==> src/design/wlsp_ram.sv <==
// ----------------------------------------------------------------------------
// Generic simple dual-port RAM with separate write and read addresses
// One write and one registered read per cycle.
// ----------------------------------------------------------------------------
module wlsp_ram #(
   parameter int Width = 8,
   parameter int Depth = 16
) (
   input  logic                     clock,
   input  logic                     wr_en,
   input  logic [$clog2(Depth)-1:0] wr_addr,
   input  logic [Width-1:0]         wr_data,
   input  logic [$clog2(Depth)-1:0] rd_addr,
   output logic [Width-1:0]         rd_data
);
   logic [Width-1:0] mem [Depth];

   always_ff @(posedge clock) begin
      if (wr_en) mem[wr_addr] <= wr_data;
      rd_data <= mem[rd_addr];
   end
endmodule

==> config.mk <==
export PLATFORM = sky130hd
export DESIGN_NAME = wlsp_ram
export DESIGN_NICKNAME = d
export VERILOG_FILES = /design/src/design/wlsp_ram.sv
export SDC_FILE = /design/constraint.sdc
export NUM_CORES = 1
export LEC_CHECK = 0
export BUFFER_PORTS_ARGS = -buffer_cell sky130_fd_sc_hd__buf_2
export CELL_PAD_IN_SITES_DETAIL_PLACEMENT = 1
export CELL_PAD_IN_SITES_GLOBAL_PLACEMENT = 1
export CORE_AREA = 2 2 100 102
export CTS_CLUSTER_SIZE = 30
export DETAILED_ROUTE_END_ITERATION = 12
export DIE_AREA = 0 0 102 104
export PLACE_DENSITY_LB_ADDON = 0.1
export SYNTH_ARGS = -nofsm -noshare
export SYNTH_HDL_FRONTEND = slang
export SYNTH_SLANG_ARGS = --single-unit
==> constraint.sdc <==
create_clock -name clock -period 3.1 [get_ports clock]
set_input_delay 0.62 -clock clock [delete_from_list [all_inputs] [get_ports clock]]
set_output_delay 0.62 -clock clock [all_outputs]
set_load 0.05 [all_outputs]
# Word level (Yosys, flattened, before mapping)

Memories as Yosys holds them, arrays and structs flattened. A register that Yosys moved wholly into a read port is not among the register bits.
Cells that the tools add are included.

Bits in registers: 0
Bits in writable memories: 128
Input bits: 18
Output and inout bits: 8
Logic and storage cells: 3
Memories: 1

Muxes and demuxes: 2

Memories:

| memory | depth | width | rd ports | clocked after Yosys merged registers in | wr ports | line | text |
|---|---|---|---|---|---|---|---|
| mem    | 16    | 8     | 1        | 1                                       | 1        | 16   | `logic [Width-1:0] mem [Depth];` |

Operators by type and width:

| kind    | number |
|---|---|
| $mux W1 | 2 |

# Depth between registers and ports, before layout

Gate-level depths: netlist of the first run.

Word-level depth: 2
Mapped depth: 5
Depth with buffers taken out: 3

# Worst setup path after synthesis of the first run

No wires, ideal clock.

Path type: in2reg
Start: input port wr_addr[2]
End: memory mem[0][0] (enable)
Setup time: 0.383 ns
Arrival time: 1.730 ns
Data required time: 2.717 ns
Setup slack: 0.987 ns
Stages: 2
Path buffers: 0
Cells stage by stage: or3b_2 -> nor3_1

RTL lines:

| element     | line | text |
|---|---|---|
| from (decl) | 11   | `input logic [$clog2(Depth)-1:0] wr_addr,` |
| to (decl)   | 16   |  |

No word-level cell before the write port.

==> results.json, run 1 <==
{
  "insertion_delay_ns": 0.53,
  "cts_setup_buffers": 0,
  "max-slew-margin-rel": 0.385,
  "status": "finished, final reports clean",
  "cts_htree_levels": 4,
  "clockBufferDepth": 2,
  "period_share": 0.579,
  "total_leakage_power_nw": 2.07,
  "cp_slowest_cell": "mux4_1",
  "cts_hold_buf": 0,
  "layout.nets": 296,
  "finalSetupViolCount": 0,
  "syn_nets": 247,
  "io_pins": 26,
  "antennaDiodeCount": 0,
  "initial_core_util": 0.539,
  "path_cells": "buf_2 > buf_4 > mux4_1 > a22oi_1 > nand2_1",
  "cap_viol_max_count": 0,
  "rsz0062_at_grt": "no",
  "path_clk_slew_ns": 0.06,
  "syn_area_mm2": 0.00515,
  "dp_slack_ns": 0.803,
  "synthSimpleGateAreaFrac": 0.0318,
  "crit_buf_inv": 2,
  "slew_viol_final": 0,
  "path_class": "input pin to flop",
  "synthMuxAreaShare": 0.150,
  "die-height_um": 104,
  "ant_nets": 0,
  "cp_max_fo": 15,
  "fin_area_mm2": 0.00610,
  "critPathLaunchType": "input pin",
  "min_path_type": "input pin to flop",
  "cts_sinks": 136,
  "finalSetupTns_ns": 0,
  "syn-mean-instance-area_um2": 22.5,
  "synth_compound_area_frac": 0.0233,
  "hold_viol_final": 0,
  "num_vias": 2440,
  "area_growth_pct": 18.5,
  "grt_start_max_net_pins": 29,
  "powerDensity_mw_per_mm2": 728,
  "vias_per_cell": 5.75,
  "dp_cells": 392,
  "finClkSkew_ns": 0.00861,
  "critical_path.top_delay_family": "multiplexers",
  "max_freq_mhz": 557,
  "antenna_found_initial": 0,
  "fin_cells": 424,
  "crit_path_end_kind": "flop",
  "synth_adder_area_share": 0,
  "worstMarginPinSlew_ns": 0.919,
  "period_needed_ns": 1.80,
  "cts_made_buffers": 17,
  "track_usage": 0.228,
  "cpPeakStageDelay_ns": 0.64,
  "finalWorstSetupSlack_ns": 1.30,
  "critical_path_required_ns": 3.51,
  "die_x_um": 102,
  "globalplace.congestion": 0.738,
  "numPortBuffers": 25,
  "synth_top_family_by_area": "multiplexers",
  "grt_pass1_vias": 2636,
  "grt_pass1_wl_um": 16400,
  "root_buffer": "clkbuf_8",
  "rows": 36,
  "synth_xor_area_frac": 0,
  "yosys_warnings": 0,
  "cts_tree": "built",
  "cp.arrival_ns": 2.20,
  "dpl_cell_area_mm2": 0.00547,
  "ys_ff_latch": 136,
  "drc": 0,
  "cts_resized": 0,
  "syn_inst": 229,
  "ys_seq_area_frac": 0.778,
  "dr.first_iter.drc_count": 234,
  "ir_drop_v": 0.000405,
  "place_hpwl_um": 6550,
  "die-area_mm2": 0.0106,
  "ys_types": 19,
  "core_area_mm2": 0.00955,
  "routed_wl_um": 10800,
  "wl_per_cell_um": 25.4,
  "drtPass1Iterations": 5,
  "overflow": 0,
  "layout-drive-gt1-share": 0.306
}
[routing by layer]
layer  vias up  track usage  share of wire
met5         -            0              0
met4         0       0.0876          0.019
met3        15       0.0659          0.062
met2        98        0.338           0.50
met1      1259        0.323           0.42
li1       1068            -              -
[cell usage in the layout, fill, tap and decap left out, drive strengths merged]
cell / Yosys / routed
a22oi: 16 / 16
buf: 7 / 40
bufinv: 0 / 5
clkbuf: 0 / 20
clkinv: 0 / 3
mux4: 32 / 32
and2: 1 / 1
nor3: 4 / 4
nor2: 13 / 13
nor2b: 1 / 1
and2b: 1 / 1
edfxtp: 128 / 128
nand3b: 2 / 2
dfxtp: 8 / 8
nand2: 9 / 9
nand2b: 2 / 2
or3b: 1 / 1
clkinvlp: 0 / 4
nand3: 1 / 1
[synthesized netlist by cell type]
cell type	count	area share
nand3b_1	2	0.0029
mux4_2	18	0.079
and2b_1	1	0.0015
nand2_1	9	0.0066
and2_1	1	0.0012
buf_4	1	0.0015
or3b_2	1	0.0017
nor2_1	13	0.0095
nor2b_1	1	0.0012
mux4_1	14	0.071
dfxtp_1	8	0.031
nand3_1	1	0.00097
nor3_1	4	0.0039
a22oi_1	16	0.023
clkdlybuf4s25_2	3	0.0058
buf_6	3	0.0066
edfxtp_1	128	0.75
buf_2	3	0.0029
nand2b_1	2	0.0024
[registers in the layout (all words and copies together) (netlist names)]
| register | count |
|---|---|
| mem | 128 |
| rd_data | 8 |
[final cells by class]
cell class / instances / area (µm²)
Sequential cell: 136 / 4000
Fill cell: 806 / 3450
Multi-Input combinational cell: 83 / 1060
Clock buffer: 20 / 435
Timing Repair Buffer: 40 / 238
Clock inverter: 12 / 199
Tap cell: 133 / 166
[per-stage QoR]
step                hold slack [ns]  utilization  total power [mW]
global route                  0.485        0.639              4.56
global placement              0.648        0.572              2.33
CTS                           0.471        0.639              4.46
finish                        0.486        0.639              4.44
detailed placement            0.671        0.572              2.34
floorplan                     0.629            -              2.25
[final timing paths]
path | startpoint | end | slack [ns] | depth (start not counted)
worst min register to register | mem[7][1] | rd_data[1] | 0.69 | 3
worst max-delay path | rd_addr[0] | rd_data[3] | 1.30 | 5
worst max register to register | mem[9][3] | rd_data[3] | 1.64 | 3
worst min-delay path | wr_data[1] | mem[0][1] | 0.49 | 1
[kinds of logic (layout without fill, tap and decap cells)]
| logic type | after synthesis | count (layout) |
|---|---|---|
| DFF | 136 | 136 |
| muxes | 32 | 32 |
| AOI/OAI and AO/OA | 16 | 16 |
| and+or+nand+nor | 35 | 35 |
| buffers and inverters | 10 | 72 |
[power by group]
part	leakage, nW	switching [mW]	internal (mW)
logic	0.549	0.151	0.0792
registers	1.22	0.0136	2.06
clock network	0.297	0.734	1.41
[worst reg2reg max path, delay by kind of cell, from the launching register on]
kind | cells | cell delay, ns
multiplexers | 1 | 0.56
flip-flops | 1 | 0.41
AO/OA/AOI/OAI | 1 | 0.29
AND/OR/NAND/NOR | 1 | 0.08
Power figures use the tool's default switching activity.
==> inputs of run 2 (changes only) <==
--- a/config.mk
+++ b/config.mk
@@ -8,10 +8,10 @@
 export BUFFER_PORTS_ARGS = -buffer_cell sky130_fd_sc_hd__buf_2
 export CELL_PAD_IN_SITES_DETAIL_PLACEMENT = 1
 export CELL_PAD_IN_SITES_GLOBAL_PLACEMENT = 1
-export CORE_AREA = 2 2 100 102
+export CORE_AREA = 2 2 107 109
 export CTS_CLUSTER_SIZE = 30
 export DETAILED_ROUTE_END_ITERATION = 12
-export DIE_AREA = 0 0 102 104
+export DIE_AREA = 0 0 109 111
 export PLACE_DENSITY_LB_ADDON = 0.1
 export SYNTH_ARGS = -nofsm -noshare
 export SYNTH_HDL_FRONTEND = slang
==> constraint.sdc (replaced) <==
create_clock -name clock -period 1.5 [get_ports clock]
set_input_delay 0.3 -clock clock [delete_from_list [all_inputs] [get_ports clock]]
set_output_delay 0.3 -clock clock [all_outputs]
set_load 0.05 [all_outputs]
==> run 2 against run 1 <==
Net effect:
- critical path depth decreased by 2
- clock skew decreased by 0.0027 ns
- global-route usage decreased by 3.5 points
- highest routed layer unchanged
- worst hold slack got worse by 0.21 ns
- worst setup slack got worse by 1.2 ns
- wire length decreased by 2.0%
- non-clock buffer count increased by 18
- sequential share of layout area decreased by 2.0 points
- cell count increased by 6.6%
- total power increased by 110%
- largest cell class unchanged
==> results.json, run 2 (synthesis gave the netlist of run 1 again) <==
{
  "status": "finished, final reports clean",
  "powerDensity_mw_per_mm2": 1460,
  "ir_drop_v": 0.000868,
  "critical_path_required_ns": 1.79,
  "rows": 39,
  "die-area_mm2": 0.0121,
  "io_pins": 26,
  "min_path_type": "input pin to flop",
  "layout-drive-gt1-share": 0.343,
  "dpl_cell_area_mm2": 0.00566,
  "grt_pass1_vias": 2618,
  "cts_made_buffers": 17,
  "cts_resized": 0,
  "numPortBuffers": 25,
  "vias_per_cell": 5.47,
  "final_common_cell": "edfxtp_1",
  "total_leakage_power_nw": 2.19,
  "grt_start_max_net_pins": 23,
  "antenna_found_initial": 0,
  "cp.arrival_ns": 1.72,
  "fin_area_mm2": 0.00629,
  "globalRouteMet3Util": 0.0553,
  "busiest_layer": "met2",
  "largest_reg_flops": 128,
  "period_needed_ns": 1.42,
  "antennaDiodeCount": 0,
  "routed_wl_um": 10500,
  "cp_max_fo": 1,
  "finalSetupViolCount": 0,
  "dp_cells": 420,
  "layout_common_cells": "edfxtp_1 (128), buf_4 (30), buf_2 (25)",
  "worstMarginPinSlew_ns": 0.740,
  "max_freq_mhz": 703,
  "grt_use_met2": 0.288,
  "critPathLaunchType": "flop",
  "die-height_um": 111,
  "cts_hold_buf": 0,
  "core_area_mm2": 0.0111,
  "cap_viol_max_count": 0,
  "overflow": 0,
  "final.fill_count": 952,
  "path_class": "flop to flop",
  "period_share": 0.949,
  "wl_per_cell_um": 23.3,
  "fin_cells": 452,
  "ant_nets": 0,
  "clockBufferDepth": 2,
  "top_regs": "mem (128), rd_data (8)",
  "drc": 0,
  "die_x_um": 109,
  "num_vias": 2474,
  "max-slew-margin-rel": 0.506,
  "grt_pass1_wl_um": 15800,
  "track_usage": 0.192,
  "dr.first_iter.drc_count": 125,
  "globalplace.congestion": 0.738,
  "initial_core_util": 0.465,
  "finClkSkew_ns": 0.00589,
  "use_met1": 0.271,
  "ff_latch_area_mm2": 0.00400,
  "cts_htree_levels": 4,
  "root_buffer": "clkbuf_16",
  "insertion_delay_ns": 0.41,
  "area_growth_pct": 22.2,
  "top_register": "mem",
  "path_clk_slew_ns": 0.06,
  "rsz0062_at_grt": "no",
  "cts_setup_buffers": 0,
  "cts_tree": "built",
  "slew_viol_final": 0,
  "place_hpwl_um": 7100,
  "drtPass1Iterations": 4,
  "multi_input_area_mm2": 0.00106,
  "crit_path_end_kind": "flop",
  "hold_viol_final": 0,
  "cts_sinks": 136,
  "layout.nets": 314
}
-- run 2: cell count changes in the layout (fill, tap and decap cells not counted), sizes merged --
cell / change
buf: +18
clkbuf: +4
bufinv: -1
clkinvlp: -3
-- run 2: path summary, 6_finish.rpt --
check	from	endpoint	slack [ns]	cells past startpoint
max	mem[10][1]	rd_data[1]	0.08	3
max reg2reg	mem[10][1]	rd_data[1]	0.08	3
min reg2reg	mem[12][0]	rd_data[0]	0.67	3
min	wr_data[3]	mem[1][3]	0.27	1
-- run 2: final cells by class --
type / count / area share
flip-flops and latches: 136 / 0.637
multi-input cells: 83 / 0.169
clock buffers: 24 / 0.0782
repair buffers: 58 / 0.0653
well taps: 143 / 0.0285
clock inverters: 8 / 0.0225
-- run 2: metal layers --
| layer | up-vias | share of wire |
|---|---|---|
| li1 | 1108 | - |
| met2 | 62 | 0.50 |
| met4 | 0 | 0.013 |
| met3 | 14 | 0.046 |
| met1 | 1290 | 0.44 |
| met5 | - | 0 |
-- run 2: report_power, final --
part           switching [mW]  internal, mW
Clock                    1.43          2.95
Combinational           0.313         0.191
Sequential             0.0313          4.25
Total                    1.77          7.39
-- run 2: worst max-delay path, cell delays in order (launching register included) --
cell and delay, ns:
edfxtp_1 0.40, mux4_1 0.52, a22oi_1 0.31, nand2_1 0.07
-- run 2: through the flow --
step                power [mW]  setup WS [ns]  setup TNS (ns)  hold WS [ns]  utilization
floorplan                 4.65        -0.0661           -1.98         0.399            -
global placement          4.86         -0.226           -2.87         0.652        0.511
detailed placement        4.87         -0.267           -4.06         0.669        0.511
CTS                       9.25         0.0723               0         0.256        0.568
global route              9.41        0.00581               0         0.277        0.568
finish                    9.16         0.0766               0         0.272        0.568
